File: src/fpp_pkg.sv
`timescale 1ns / 1ps
// ----------------------------------------------------------------------------
// fpp_pkg
// Shared types and constants of the framed packet parser.
// ----------------------------------------------------------------------------
package fpp_pkg;

    localparam int DEF_PLAIN_HEADER_BYTES  = 8;
    localparam int DEF_SECURE_HEADER_BYTES = 20;
    localparam int DEF_TRAILER_BYTES       = 2;

    localparam int BYTE_W  = 8;
    localparam int COUNT_W = 12;
    localparam int PHASE_W = 3;

    // register indexes on the configuration port
    localparam int CFG_ADDR_W = 1;
    localparam logic [CFG_ADDR_W-1:0] CFG_START_BYTE   = 1'd0;
    localparam logic [CFG_ADDR_W-1:0] CFG_ENCRYPT_MASK = 1'd1;

    localparam logic [BYTE_W-1:0] START_BYTE_RESET   = 8'hA5;
    localparam logic [BYTE_W-1:0] ENCRYPT_MASK_RESET = 8'h01;

    typedef struct packed {
        logic               frame_done;
        logic               payload_valid;
        logic [COUNT_W-1:0] payload_index;
        logic [BYTE_W-1:0]  payload_byte;
        logic [COUNT_W-1:0] message_id;
        logic [COUNT_W-1:0] payload_length;
        logic               is_encrypted;
    } fpp_result_t;

endpackage

File: src/fpp_core.sv
`timescale 1ns / 1ps
// ----------------------------------------------------------------------------
// fpp_core
// Frame state and the per-byte update; gives the result of the byte that is
// being taken.
// ----------------------------------------------------------------------------
module fpp_core
    import fpp_pkg::*;
#(
    parameter int PLAIN_HEADER_BYTES  = DEF_PLAIN_HEADER_BYTES,
    parameter int SECURE_HEADER_BYTES = DEF_SECURE_HEADER_BYTES,
    parameter int TRAILER_BYTES       = DEF_TRAILER_BYTES
) (
    input  logic              aclk,
    input  logic              aresetn,
    input  logic              step,
    input  logic [BYTE_W-1:0] rx_byte,
    input  logic [BYTE_W-1:0] start_byte,
    input  logic [BYTE_W-1:0] encrypt_mask,
    output fpp_result_t       result
);

    localparam logic [PHASE_W-1:0] PH_HUNT    = 3'd0;
    localparam logic [PHASE_W-1:0] PH_BASE    = 3'd1;
    localparam logic [PHASE_W-1:0] PH_EXT     = 3'd2;
    localparam logic [PHASE_W-1:0] PH_PAYLOAD = 3'd3;
    localparam logic [PHASE_W-1:0] PH_TRAILER = 3'd4;

    localparam int POS_W = COUNT_W + 1;
    localparam logic [POS_W-1:0] BASE_END   = POS_W'(4);
    localparam logic [POS_W-1:0] PLAIN_END  = POS_W'(PLAIN_HEADER_BYTES);
    localparam logic [POS_W-1:0] SECURE_END = POS_W'(SECURE_HEADER_BYTES);
    localparam logic [POS_W-1:0] TRAIL_END  = POS_W'(TRAILER_BYTES);

    logic [PHASE_W-1:0] phase_reg, phase_next;
    logic [COUNT_W-1:0] count_reg, count_next;
    logic [BYTE_W-1:0]  len_hi_reg, len_hi_next;
    logic [BYTE_W-1:0]  len_mid_reg, len_mid_next;
    logic [BYTE_W-1:0]  flags_reg, flags_next;
    logic [BYTE_W-1:0]  id_hi_reg, id_hi_next;
    logic [COUNT_W-1:0] length_reg, length_next;
    logic [COUNT_W-1:0] msg_id_reg, msg_id_next;

    logic [POS_W-1:0]   pos_inc;
    logic [POS_W-1:0]   header_end;
    logic               done;
    logic               pvalid;

    assign pos_inc    = {1'b0, count_reg} + POS_W'(1);
    assign header_end = ((flags_reg & encrypt_mask) != '0) ? SECURE_END : PLAIN_END;

    always_comb begin
        phase_next   = phase_reg;
        count_next   = count_reg;
        len_hi_next  = len_hi_reg;
        len_mid_next = len_mid_reg;
        flags_next   = flags_reg;
        id_hi_next   = id_hi_reg;
        length_next  = length_reg;
        msg_id_next  = msg_id_reg;
        done         = 1'b0;
        pvalid       = 1'b0;
        case (phase_reg)
            PH_HUNT: begin
                if (rx_byte == start_byte) begin
                    phase_next = PH_BASE;
                    count_next = COUNT_W'(1);
                end
            end
            PH_BASE: begin
                if (count_reg == COUNT_W'(1)) len_hi_next  = rx_byte;
                if (count_reg == COUNT_W'(2)) len_mid_next = rx_byte;
                if (count_reg == COUNT_W'(3)) flags_next   = rx_byte;
                count_next = pos_inc[COUNT_W-1:0];
                if (pos_inc >= BASE_END) begin
                    length_next = {len_hi_next[7:4], len_mid_next[5:0], flags_next[7:6]};
                    phase_next  = PH_EXT;
                end
            end
            PH_EXT: begin
                if (count_reg == COUNT_W'(6)) id_hi_next = rx_byte;
                if (count_reg == COUNT_W'(7)) msg_id_next = {id_hi_reg[3:0], rx_byte};
                count_next = pos_inc[COUNT_W-1:0];
                if (pos_inc >= header_end) begin
                    count_next = '0;
                    phase_next = (length_reg == '0) ? PH_TRAILER : PH_PAYLOAD;
                end
            end
            PH_PAYLOAD: begin
                pvalid     = 1'b1;
                count_next = pos_inc[COUNT_W-1:0];
                if (pos_inc >= {1'b0, length_reg}) begin
                    phase_next = PH_TRAILER;
                    count_next = '0;
                end
            end
            PH_TRAILER: begin
                count_next = pos_inc[COUNT_W-1:0];
                if (pos_inc >= TRAIL_END) begin
                    phase_next = PH_HUNT;
                    count_next = '0;
                    done       = 1'b1;
                end
            end
            default: begin
                phase_next = PH_HUNT;
                count_next = '0;
            end
        endcase
    end

    always_comb begin
        result.frame_done     = done;
        result.payload_valid  = pvalid;
        result.payload_index  = pvalid ? count_reg : '0;
        result.payload_byte   = pvalid ? rx_byte : '0;
        result.message_id     = msg_id_next;
        result.payload_length = length_next;
        result.is_encrypted   = (flags_next & encrypt_mask) != '0;
    end

    always_ff @(posedge aclk) begin
        if (!aresetn) begin
            phase_reg   <= PH_HUNT;
            count_reg   <= '0;
            len_hi_reg  <= '0;
            len_mid_reg <= '0;
            flags_reg   <= '0;
            id_hi_reg   <= '0;
            length_reg  <= '0;
            msg_id_reg  <= '0;
        end else if (step) begin
            phase_reg   <= phase_next;
            count_reg   <= count_next;
            len_hi_reg  <= len_hi_next;
            len_mid_reg <= len_mid_next;
            flags_reg   <= flags_next;
            id_hi_reg   <= id_hi_next;
            length_reg  <= length_next;
            msg_id_reg  <= msg_id_next;
        end
    end

endmodule

File: src/framed_packet_parser_top.sv
`timescale 1ns / 1ps
// ----------------------------------------------------------------------------
// framed_packet_parser_top
// Byte-wide framed packet parser with a registered result channel.
// ----------------------------------------------------------------------------
// Usage:
//   s_* carries one received byte per item (valid/ready). Every byte gives
//   exactly one result item on m_*: payload bytes come out with their index,
//   the last trailer byte raises m_frame_done, and every item shows the
//   current message id, payload length and encrypted flag.
//   The result is registered: a byte taken at one edge has its result on m_*
//   after that edge. Throughput is one byte per cycle while m_ready is high,
//   set by the single state update in fpp_core feeding the result register.
//   When the receiver stalls, the result register holds and s_ready drops
//   until the held item is taken; s_ready is high again in the cycle the
//   result is taken, so there is no bubble.
//   Reset (aresetn low, synchronous) returns to the hunt for the start byte,
//   clears the frame state, empties the result register and loads the
//   registers with start byte 0xA5 and encrypt mask 0x01.
//   Write cfg_* only while the block is idle.
// ----------------------------------------------------------------------------
module framed_packet_parser_top
    import fpp_pkg::*;
#(
    parameter int PLAIN_HEADER_BYTES  = DEF_PLAIN_HEADER_BYTES,
    parameter int SECURE_HEADER_BYTES = DEF_SECURE_HEADER_BYTES,
    parameter int TRAILER_BYTES       = DEF_TRAILER_BYTES
) (
    input  logic                  aclk,
    input  logic                  aresetn,

    input  logic                  cfg_wr_en,
    input  logic [CFG_ADDR_W-1:0] cfg_addr,
    input  logic [BYTE_W-1:0]     cfg_wr_data,

    input  logic                  s_valid,
    output logic                  s_ready,
    input  logic [BYTE_W-1:0]     s_rx_byte,

    output logic                  m_valid,
    input  logic                  m_ready,
    output logic                  m_frame_done,
    output logic                  m_payload_valid,
    output logic [COUNT_W-1:0]    m_payload_index,
    output logic [BYTE_W-1:0]     m_payload_byte,
    output logic [COUNT_W-1:0]    m_message_id,
    output logic [COUNT_W-1:0]    m_payload_length,
    output logic                  m_is_encrypted
);

    logic [BYTE_W-1:0] start_byte_reg;
    logic [BYTE_W-1:0] mask_reg;
    logic              out_valid_reg;
    fpp_result_t       out_reg;
    fpp_result_t       step_result;
    logic              accept;

    assign s_ready = !out_valid_reg || m_ready;
    assign accept  = s_valid && s_ready;

    fpp_core #(
        .PLAIN_HEADER_BYTES  (PLAIN_HEADER_BYTES),
        .SECURE_HEADER_BYTES (SECURE_HEADER_BYTES),
        .TRAILER_BYTES       (TRAILER_BYTES)
    ) u_core (
        .aclk         (aclk),
        .aresetn      (aresetn),
        .step         (accept),
        .rx_byte      (s_rx_byte),
        .start_byte   (start_byte_reg),
        .encrypt_mask (mask_reg),
        .result       (step_result)
    );

    always_ff @(posedge aclk) begin
        if (!aresetn) begin
            start_byte_reg <= START_BYTE_RESET;
            mask_reg       <= ENCRYPT_MASK_RESET;
        end else if (cfg_wr_en) begin
            case (cfg_addr)
                CFG_START_BYTE:   start_byte_reg <= cfg_wr_data;
                CFG_ENCRYPT_MASK: mask_reg       <= cfg_wr_data;
                default: ;
            endcase
        end
    end

    always_ff @(posedge aclk) begin
        if (!aresetn) begin
            out_valid_reg <= 1'b0;
        end else if (accept) begin
            out_valid_reg <= 1'b1;
        end else if (m_ready) begin
            out_valid_reg <= 1'b0;
        end
    end

    // hold the result until it is taken
    always_ff @(posedge aclk) begin
        if (accept) begin
            out_reg <= step_result;
        end
    end

    assign m_valid          = out_valid_reg;
    assign m_frame_done     = out_reg.frame_done;
    assign m_payload_valid  = out_reg.payload_valid;
    assign m_payload_index  = out_reg.payload_index;
    assign m_payload_byte   = out_reg.payload_byte;
    assign m_message_id     = out_reg.message_id;
    assign m_payload_length = out_reg.payload_length;
    assign m_is_encrypted   = out_reg.is_encrypted;

endmodule
File: config.mk
export PLATFORM = sky130hd
export DESIGN_NAME = framed_packet_parser_top
export DESIGN_NICKNAME = d
export VERILOG_FILES = /design/src/fpp_pkg.sv /design/src/fpp_core.sv /design/src/framed_packet_parser_top.sv
export SDC_FILE = /design/constraint.sdc
export NUM_CORES = 1
export LEC_CHECK = 0
export BUFFER_PORTS_ARGS = -buffer_cell sky130_fd_sc_hd__clkbuf_2
export CORE_MARGIN = 2
export CORE_UTILIZATION = 50
export DETAILED_ROUTE_END_ITERATION = 8
export MAX_ROUTING_LAYER = met4
export PLACE_DENSITY = 0.7
export SYNTH_ARGS = -nofsm -noshare
export SYNTH_HDL_FRONTEND = slang
export SYNTH_SLANG_ARGS = --single-unit
File: constraint.sdc
create_clock -name aclk -period 7.5 [get_ports aclk]
set_input_delay 1.5 -clock aclk [delete_from_list [all_inputs] [get_ports aclk]]
set_output_delay 1.5 -clock aclk [all_outputs]
set_load 0.03 [all_outputs]
# Word level (Yosys, flattened, before mapping)
# Index checks and enable logic that the tools add are counted.
dict set report totals {
  reg_bits 129
  out_inout_bits 49
  elab_cells 82
}
dict set report op_classes {
  add_sub_neg 1
  n_bitwise 3
  mux 25
  n_eq_ne 15
  reduce_logical 15
  n_lt_le_gt_ge 4
}
# cell n
set ops {}
lappend ops {{$mux 12} 8}
lappend ops {{$pmux 12 s5} 1}
lappend ops {{$eq 12x2->1 const B} 2}
lappend ops {{$eq 12x3->1 const B} 2}
lappend ops {{$mux 8} 3}
lappend ops {{$mux 3} 6}
lappend ops {{$and 8x8->8} 2}
lappend ops {{$reduce_bool 8->1} 2}
lappend ops {{$pmux 3 s5} 1}
lappend ops {{$add 12x1->13 const B} 1}
lappend ops {{$ge 13x12->1} 1}
lappend ops {{$ge 13x13->1} 1}
lappend ops {{$ge 13x2->1 const B} 1}
lappend ops {{$ge 13x3->1 const B} 1}
lappend ops {{$eq 12x1->1 const B} 1}
lappend ops {{$logic_not 12->1} 1}
lappend ops {{$ne 2x1->1 const B} 5}
lappend ops {{$eq 8x8->1} 1}
lappend ops {{$reduce_and 2->1} 4}
lappend ops {{$eq 3x2->1 const B} 2}
lappend ops {{$mux 6} 1}
lappend ops {{$reduce_and 3->1} 2}
lappend ops {{$reduce_and 6->1} 1}
lappend ops {{$mux 5} 1}
lappend ops {{9 further kinds} 12}

# Logic depth before layout (Yosys ltp)
# Gate-level depths: netlist of the first run.
dict set report logic_depth {
  ltp_word 6
  depth_mapped 15
  ltp_nobuf 13
}

# Hierarchy
# From an unflattened synthesis of the first run, not the netlist that was laid out.
dict set report unflattened {
  cells_unflattened 618
  hier_area_um2 6286.0
}
# mod cells_each seq_area_each_um2 area_per_inst_um2 n_inst
set modules_own_cells {}
lappend modules_own_cells {fpp_core 496 1221.2 4172.8 1}
lappend modules_own_cells {framed_packet_parser_top 122 1751.7 2113.3 1}

# Worst setup path before layout of the first run
# Ideal clock, no wire load.
dict set report synth_timing {
  path_kind {input -> register}
  start {in m_ready}
  end {reg out_reg, in the netlist m_frame_done (enable)}
  path_stages 5
  setup_slack_ns 3.171
  arrival_ns 3.900
  path_cell_list {nand2b_1 > nand2_1 > inv_1 > clkbuf_1 > buf_1}
}
dict set report synth_between {
  elab_chain_cells 2
}
# element line
set synth_lines {}
lappend synth_lines {{start: declaration} framed_packet_parser_top.sv:41} ;# input logic m_ready,
lappend synth_lines {{$logic_or 1x1->1} framed_packet_parser_top.sv:58} ;# assign s_ready = !out_valid_reg || m_ready;
lappend synth_lines {{$logic_and 1x1->1} framed_packet_parser_top.sv:59} ;# assign accept = s_valid && s_ready;
lappend synth_lines {{named net accept} framed_packet_parser_top.sv:56} ;# logic accept;
lappend synth_lines {{end signal: assignment} framed_packet_parser_top.sv:101} ;# out_reg <= step_result;
lappend synth_lines {{end: declaration} framed_packet_parser_top.sv:54} ;# fpp_result_t out_reg;
# The timed path passes the listed nets, and every way through them passes these cells.
# A chain may end at the register's enable or synchronous reset.

# Worst setup path after layout of the first run
dict set report layout_timing {
  start {in m_ready}
  end {reg u_core.len_mid_reg[1]}
}
dict set report layout_between {
  elab_chain_cells 3
}
# element line
set layout_lines {}
lappend layout_lines {{$logic_or 1x1->1} framed_packet_parser_top.sv:58}
lappend layout_lines {{$logic_and 1x1->1} framed_packet_parser_top.sv:59}
lappend layout_lines {{$reduce_and 2->1 (no source line)} n/a}
lappend layout_lines {{end signal: assignment} fpp_core.sv:136} ;# len_mid_reg <= len_mid_next;
lappend layout_lines {{end: declaration} fpp_core.sv:38} ;# logic [BYTE_W-1:0] len_mid_reg, len_mid_next;
# No other way between the ends.

==> metrics.txt, run 1 <==
Yosys reg bits=125; via count=4,670; drt wl/cell=between 15 and 20 um; Syn-to-layout area delta=15.5%; DIE WIDTH=116 um; async set-reset flop share out of synthesis=0%; Worst Setup SP=m_ready; initial antenna violation count=0; area of the multi-input gates=3020 sq um; via/cell ratio=5.45; most frequent cells in the layout=88 x nand2_1, 78 x dfxtp_1, 70 x clkbuf_2, 47 x edfxtp_1, 42 x nor2_1; vias in the first global route=roughly 4,600; mapped cell area=roughly 6300 sq um; setup violators final=0; CP Buf/Inv Count=3; die area=13,500 sq um; FMAX=roughly 230 MHz; Hold Path Class=reg -> reg; period utilisation layout=58.5%; CTS tree=yes; number of enable flip-flop cells after synthesis=47; Syn Inst Count=about 630; routability congestion estimate=0.885; Worst-Margin Slew=between 1 and 1.5 ns; Max VDD drop=0.134 mV; Hold Crit Start=u_core.length_reg[11]; Clk Latency, worst-skew pair=0.42 ns; outcome=complete, no violations; gr usage total=23.8%; Starting DRT DRC Count=270; Antenna diodes=0; Critical Path AT=4.69 ns; largest net degree at the start of global routing=a little over 70; crit-path cells=clkbuf_2, nand2b_1, nand2_1, inv_2, buf_4, nand4_1, mux2i_1, nor2b_1; CTS Sinks=~130; final wirelength=14.6 mm; count of cell types in the netlist=62; CTS clk-pin slew, worst paths=0.06 ns; clk buf depth=2; Routed Antenna Nets=0; # fillers=1,052; static leakage=around 0.0029 uW; core area=12,200 sq um; Ys Warns=0; Post-Syn Nets=668; # rows=40; CP Max Fanout=47; Crit Reg-Reg Startpoint=u_core.count_reg[0]; Hold Buf Count CTS=0; Residual DRC=0; Nets=715; max-cap violation count=0; depth of the CTS H-tree=4; synthesized area per cell=10.0 sq um; Period minus WS final=4.38 ns; required time worst endpoint=7.81 ns; Worst Setup Start Kind=input pin; TNS Setup=0 ns; DP HPWL=10.0 mm; initial core utilization=51.7%; final hold vios=0; Resize count post-CTS=0; # Post-CTS Setup Buffers=0; post-synthesis sequential area ratio=47.3%; first-pass GRT wire length=23.6 mm; RSZ-0062 raised after global routing=no; Layout Skew=roughly 0.007 ns; Worst path max stage delay=0.87 ns; CP top delay family=buffers and inverters; Crit. End Element=flop; I/O pins=71; worst-case hold slack=between 0.4 and 0.5 ns; layout cells sized above 1=20.5%; critical path's slowest cell=inv_2; Die Y=between 100 and 150 um; CTS buffer count=17; Rel. slew slack=23.7%; iteration count of the initial detailed-routing pass=4; clk root buf=clkbuf_16; Final Max Slew Viols=0; PortBufs=70; Remaining Overflow, GRT=0; pwr dens=232 nW/um^2; most common cell after layout, fill and taps aside=nand2_1; Synth Flop Type=dfxtp_1; Reg area=2970 sq um; Setup Crit Path Kind=in -> reg
-- routing by layer --
metal / GRT usage (%) / vias to the layer above / wire, um
li1: - / 2302 / -
met1: 32.0 / 2223 / 6980
met2: 36.1 / 126 / 6710
met3: 4.72 / 19 / 685
met4: 8.17 / 0 / 209
met5: - / - / 0
-- area by class of cell --
type / instances / share of cell area [%]
inverters: 22 / 1.14
multi-input cells: 437 / 41.6
flip-flops and latches: 125 / 40.9
repair buffers: 73 / 5.13
clock inverters: 12 / 1.98
clock buffers: 20 / 6.29
well taps: 168 / 2.89
-- cell usage after synthesis, drive strengths merged (20+ instances only) --
master  instances  area [sq um]
a21boi         30           225
edfxtp         47          1410
nand3          29           155
clkbuf         27           101
and2           21           131
nor2           42           158
inv            22          82.6
dfxtp          78          1560
nand2          88           330
nor2b          20           125
mux2i          37           370
mux2           24           270
-- logic make-up (layout without fill, tap and decap cells) --
group           Yosys count  in the layout  synth area share (%)
flops                   125            125                  47.3
compound gates           84             84                  10.5
buf+inv                  67            127                  4.64
xor+xnor                 21             21                  3.04
mux                      61             61                  10.2
simple gates            254            254                  21.0
fa+ha+maj                17             17                  3.38
-- worst paths after layout --
path | endpoint | slack, ns | cells past startpoint
setup / recovery | u_core.len_mid_reg[1] | 3.12 | 8
hold / removal | u_core.length_reg[11] | 0.48 | 2
setup reg to reg | u_core.phase_reg[1] | 3.32 | 13
hold reg to reg | u_core.length_reg[11] | 0.48 | 2
-- tightest hold or removal path, delay by kind of cell (launching register included) --
family	cells	cell delay [ns]
compound gates	1	0.06
flops	1	0.32
simple gates	1	0.05
-- power by group --
part,total (uW),switching [uW],internal [uW]
Clock,830,294,536
Sequential,740,10.5,729
Combinational,113,78.3,35.1
Total,1680,383,1300
-- stage by stage --
| step | cells | instance area (sq um) | utilization [%] | total power, uW | setup slack [ns] |
|---|---|---|---|---|---|
| after floorplan | 629 | 6290 | - | 833 | 3.17 |
| after global placement | 825 | 6660 | 54.8 | 865 | 2.88 |
| after detailed placement | 825 | 6660 | 54.8 | 868 | 2.67 |
| after CTS | 857 | 7260 | 59.7 | 1690 | 3.12 |
| after global routing | 857 | 7260 | 59.7 | 1740 | 2.87 |
| final | 857 | 7260 | 59.7 | 1680 | 3.12 |
(Power assumes the default switching activity.)
==> inputs of run 2 (changes only) <==
--- a/config.mk
+++ b/config.mk
@@ -10,7 +10,7 @@
 export CORE_UTILIZATION = 50
 export DETAILED_ROUTE_END_ITERATION = 8
 export MAX_ROUTING_LAYER = met4
-export PLACE_DENSITY = 0.7
+export PLACE_DENSITY = 0.73
 export SYNTH_ARGS = -nofsm -noshare
 export SYNTH_HDL_FRONTEND = slang
 export SYNTH_SLANG_ARGS = --single-unit
==> constraint.sdc (replaced) <==
create_clock -name aclk -period 3.8 [get_ports aclk]
set_input_delay 0.76 -clock aclk [delete_from_list [all_inputs] [get_ports aclk]]
set_output_delay 0.76 -clock aclk [all_outputs]
set_load 0.03 [all_outputs]
==> run 2 against run 1 <==
Compared with the run above:
- design area up 0.10%
- highest routed layer unchanged
- non-clock buffer count up 11
- clock power increased by 72%
- sequential share of layout area barely moved
- sequential cell count did not move
- clock skew barely moved
- wire length decreased by 1.9%
- count of clock-buffer cells in the layout rose by 4
- global-route usage about the same
- via count grew 2.0%
- combinational power rose by 99%
- utilization rose by 0.062 points
==> metrics.txt, run 2 (synthesis results as in run 1) <==
initial core utilization=51.7% (unchanged); Resize count post-CTS=0 (unchanged); gr usage total=23.8% (+0.027 points); Max VDD drop=0.245 mV (+83%); die area=13,500 sq um (unchanged); core area=12,200 sq um (unchanged); Hold Path End=u_core.length_reg[2]; Hold Crit Start=u_core.length_reg[2]; Crit Reg-Reg Startpoint=u_core.count_reg[1]; Antenna diodes=0 (unchanged); Hold Path Class=reg -> reg; Period minus WS final=between 3 and 4 ns; outcome=complete, no violations; # Post-CTS Setup Buffers=0 (unchanged); CTS buffer count=17 (unchanged); Worst Setup SP=u_core.count_reg[1]; I/O pins=71 (unchanged); initial antenna violation count=0 (unchanged); drt wl/cell=16.5 um (-3.1%); clk root buf=clkbuf_16; pwr dens=428 nW/um^2 (+85%); RSZ-0062 raised after global routing=no; setup violators final=0 (unchanged); TNS Setup=0 ns (unchanged); via count=4,763 (+2.0%); final wirelength=14.3 mm (-1.9%); Syn-to-layout area delta=15.6%; Setup Crit Path Kind=reg -> reg; CTS tree=yes; period utilisation layout=~93%; CTS clk-pin slew, worst paths=0.06 ns (about the same); static leakage=0.00292 uW (+0.77%); Core Util, Final=59.8% (+0.062 points); WHS Path Cells=2 (unchanged); Critical Path AT=3.89 ns (-0.80 ns); DP HPWL=10.2 mm (+1.9%); clk buf depth=2 (unchanged); required time worst endpoint=4.14 ns (-3.67 ns); via/cell ratio=5.49 (+0.70%); FF-to-FF End=u_core.phase_reg[1]; FMAX=282 MHz; layout cells sized above 1=21.3% (+0.82 points); max-cap violation count=0 (unchanged); Die Y=116 um (unchanged); first-pass GRT wire length=23.6 mm (about the same); Hold Buf Count CTS=0 (unchanged); Crit. End Element=flop; Remaining Overflow, GRT=0 (unchanged); Starting DRT DRC Count=483 (+79%); Layout Skew=0.00734 ns (+0.000437 ns); Worst Setup Start Kind=flop; depth of the CTS H-tree=4 (unchanged); largest net degree at the start of global routing=38 (-47%); Routed Antenna Nets=0 (unchanged); Rel. slew slack=41.3% (+18 points); CP Max Fanout=9 (-81%); iteration count of the initial detailed-routing pass=6 (+2); DIE WIDTH=116 um (unchanged); Residual DRC=0 (unchanged); Worst-Margin Slew=0.877 ns (-0.267 ns); Final Max Slew Viols=0 (unchanged); Nets=726 (+1.5%); vias in the first global route=4,608 (+0.41%); routability congestion estimate=0.941 (+6.3%); final hold vios=0 (unchanged); reg2reg path depth=13 (unchanged); most frequent cells in the layout=88 x nand2_1, 78 x dfxtp_1, 70 x clkbuf_2, 47 x edfxtp_1, 42 x nor2_1; Reg2Reg Setup Slack=0.25 ns (-3.07 ns); Clk Latency, worst-skew pair=0.41 ns (about the same); most common cell after layout, fill and taps aside=nand2_1; # rows=40 (unchanged); CTS Sinks=125 (unchanged); PortBufs=70 (unchanged)
==> run 2: changes by cell type in the layout (fill, tap and decap cells not counted), sizes merged <==
| cell | change |
|---|---|
| buf | +11 |
| bufinv | -3 |
| clkinv | -1 |
| clkbuf | +4 |
==> run 2: routing by layer <==
layer,vias to the layer above,part of all wire [%],track usage [%]
li1,2329,-,-
met1,2240,46,31.6
met2,166,46,35.6
met3,28,5.9,5.24
met4,0,2.2,9.76
met5,-,0,-
==> run 2: how the worst max path moves through the flow <==
| stage | end | slack (ns) | depth (start not counted) |
|---|---|---|---|
| final | u_core.phase_reg[1] | 0.25 | 13 |
| after global routing | u_core.phase_reg[1] | 0.02 | 13 |
| after CTS | u_core.phase_reg[1] | 0.29 | 13 |
| after detailed placement | u_core.phase_reg[1] | 0.30 | 13 |
| after global placement | u_core.phase_reg[0] | 0.47 | 13 |
| after floorplan | m_frame_done | 0.21 | 5 |
==> run 2: worst max-delay path: stages, from the launching register on <==
cell and delay [ns]:
dfxtp_1 0.54, ha_1 0.28, nand3_2 0.09, nor2_1 0.19
nand2_1 0.13, xnor2_1 0.16, ha_1 0.32, nand3_1 0.11
or3_1 0.39, o221ai_1 0.18, nand3_1 0.10, and4_1 0.32
nor4b_4 0.43, mux2i_1 0.24
==> run 2: layout make-up <==
type                            instances  area [sq um]
Clock buffer                           24           483
Fill cell                            1050          4890
Multi-Input combinational cell        437          3020
Timing Repair Buffer                   84           455
Inverter                               22          82.6
Tap cell                              168           210
Clock inverter                          8          42.5
Sequential cell                       125          2970
==> run 2: metrics by stage <==
step | worst slack [ns] | hold slack, ns | cell area (sq um) | cells | power, uW
after floorplan | 0.211 | 0.452 | 6290 | 629 | 1640
after global placement | 0.471 | 0.465 | 6740 | 836 | 1710
after detailed placement | 0.302 | 0.470 | 6740 | 836 | 1710
after CTS | 0.286 | 0.479 | 7270 | 868 | 3140
after global routing | 0.0182 | 0.499 | 7270 | 868 | 3220
final | 0.249 | 0.477 | 7270 | 868 | 3110
==> run 2: power breakdown <==
| group | internal [uW] | switching, uW | leakage (uW) |
|---|---|---|---|
| Combinational | 70.8 | 155 | 0.00155 |
| Sequential | 1440 | 19.4 | 0.00111 |
| Clock | 878 | 548 | 0.000254 |
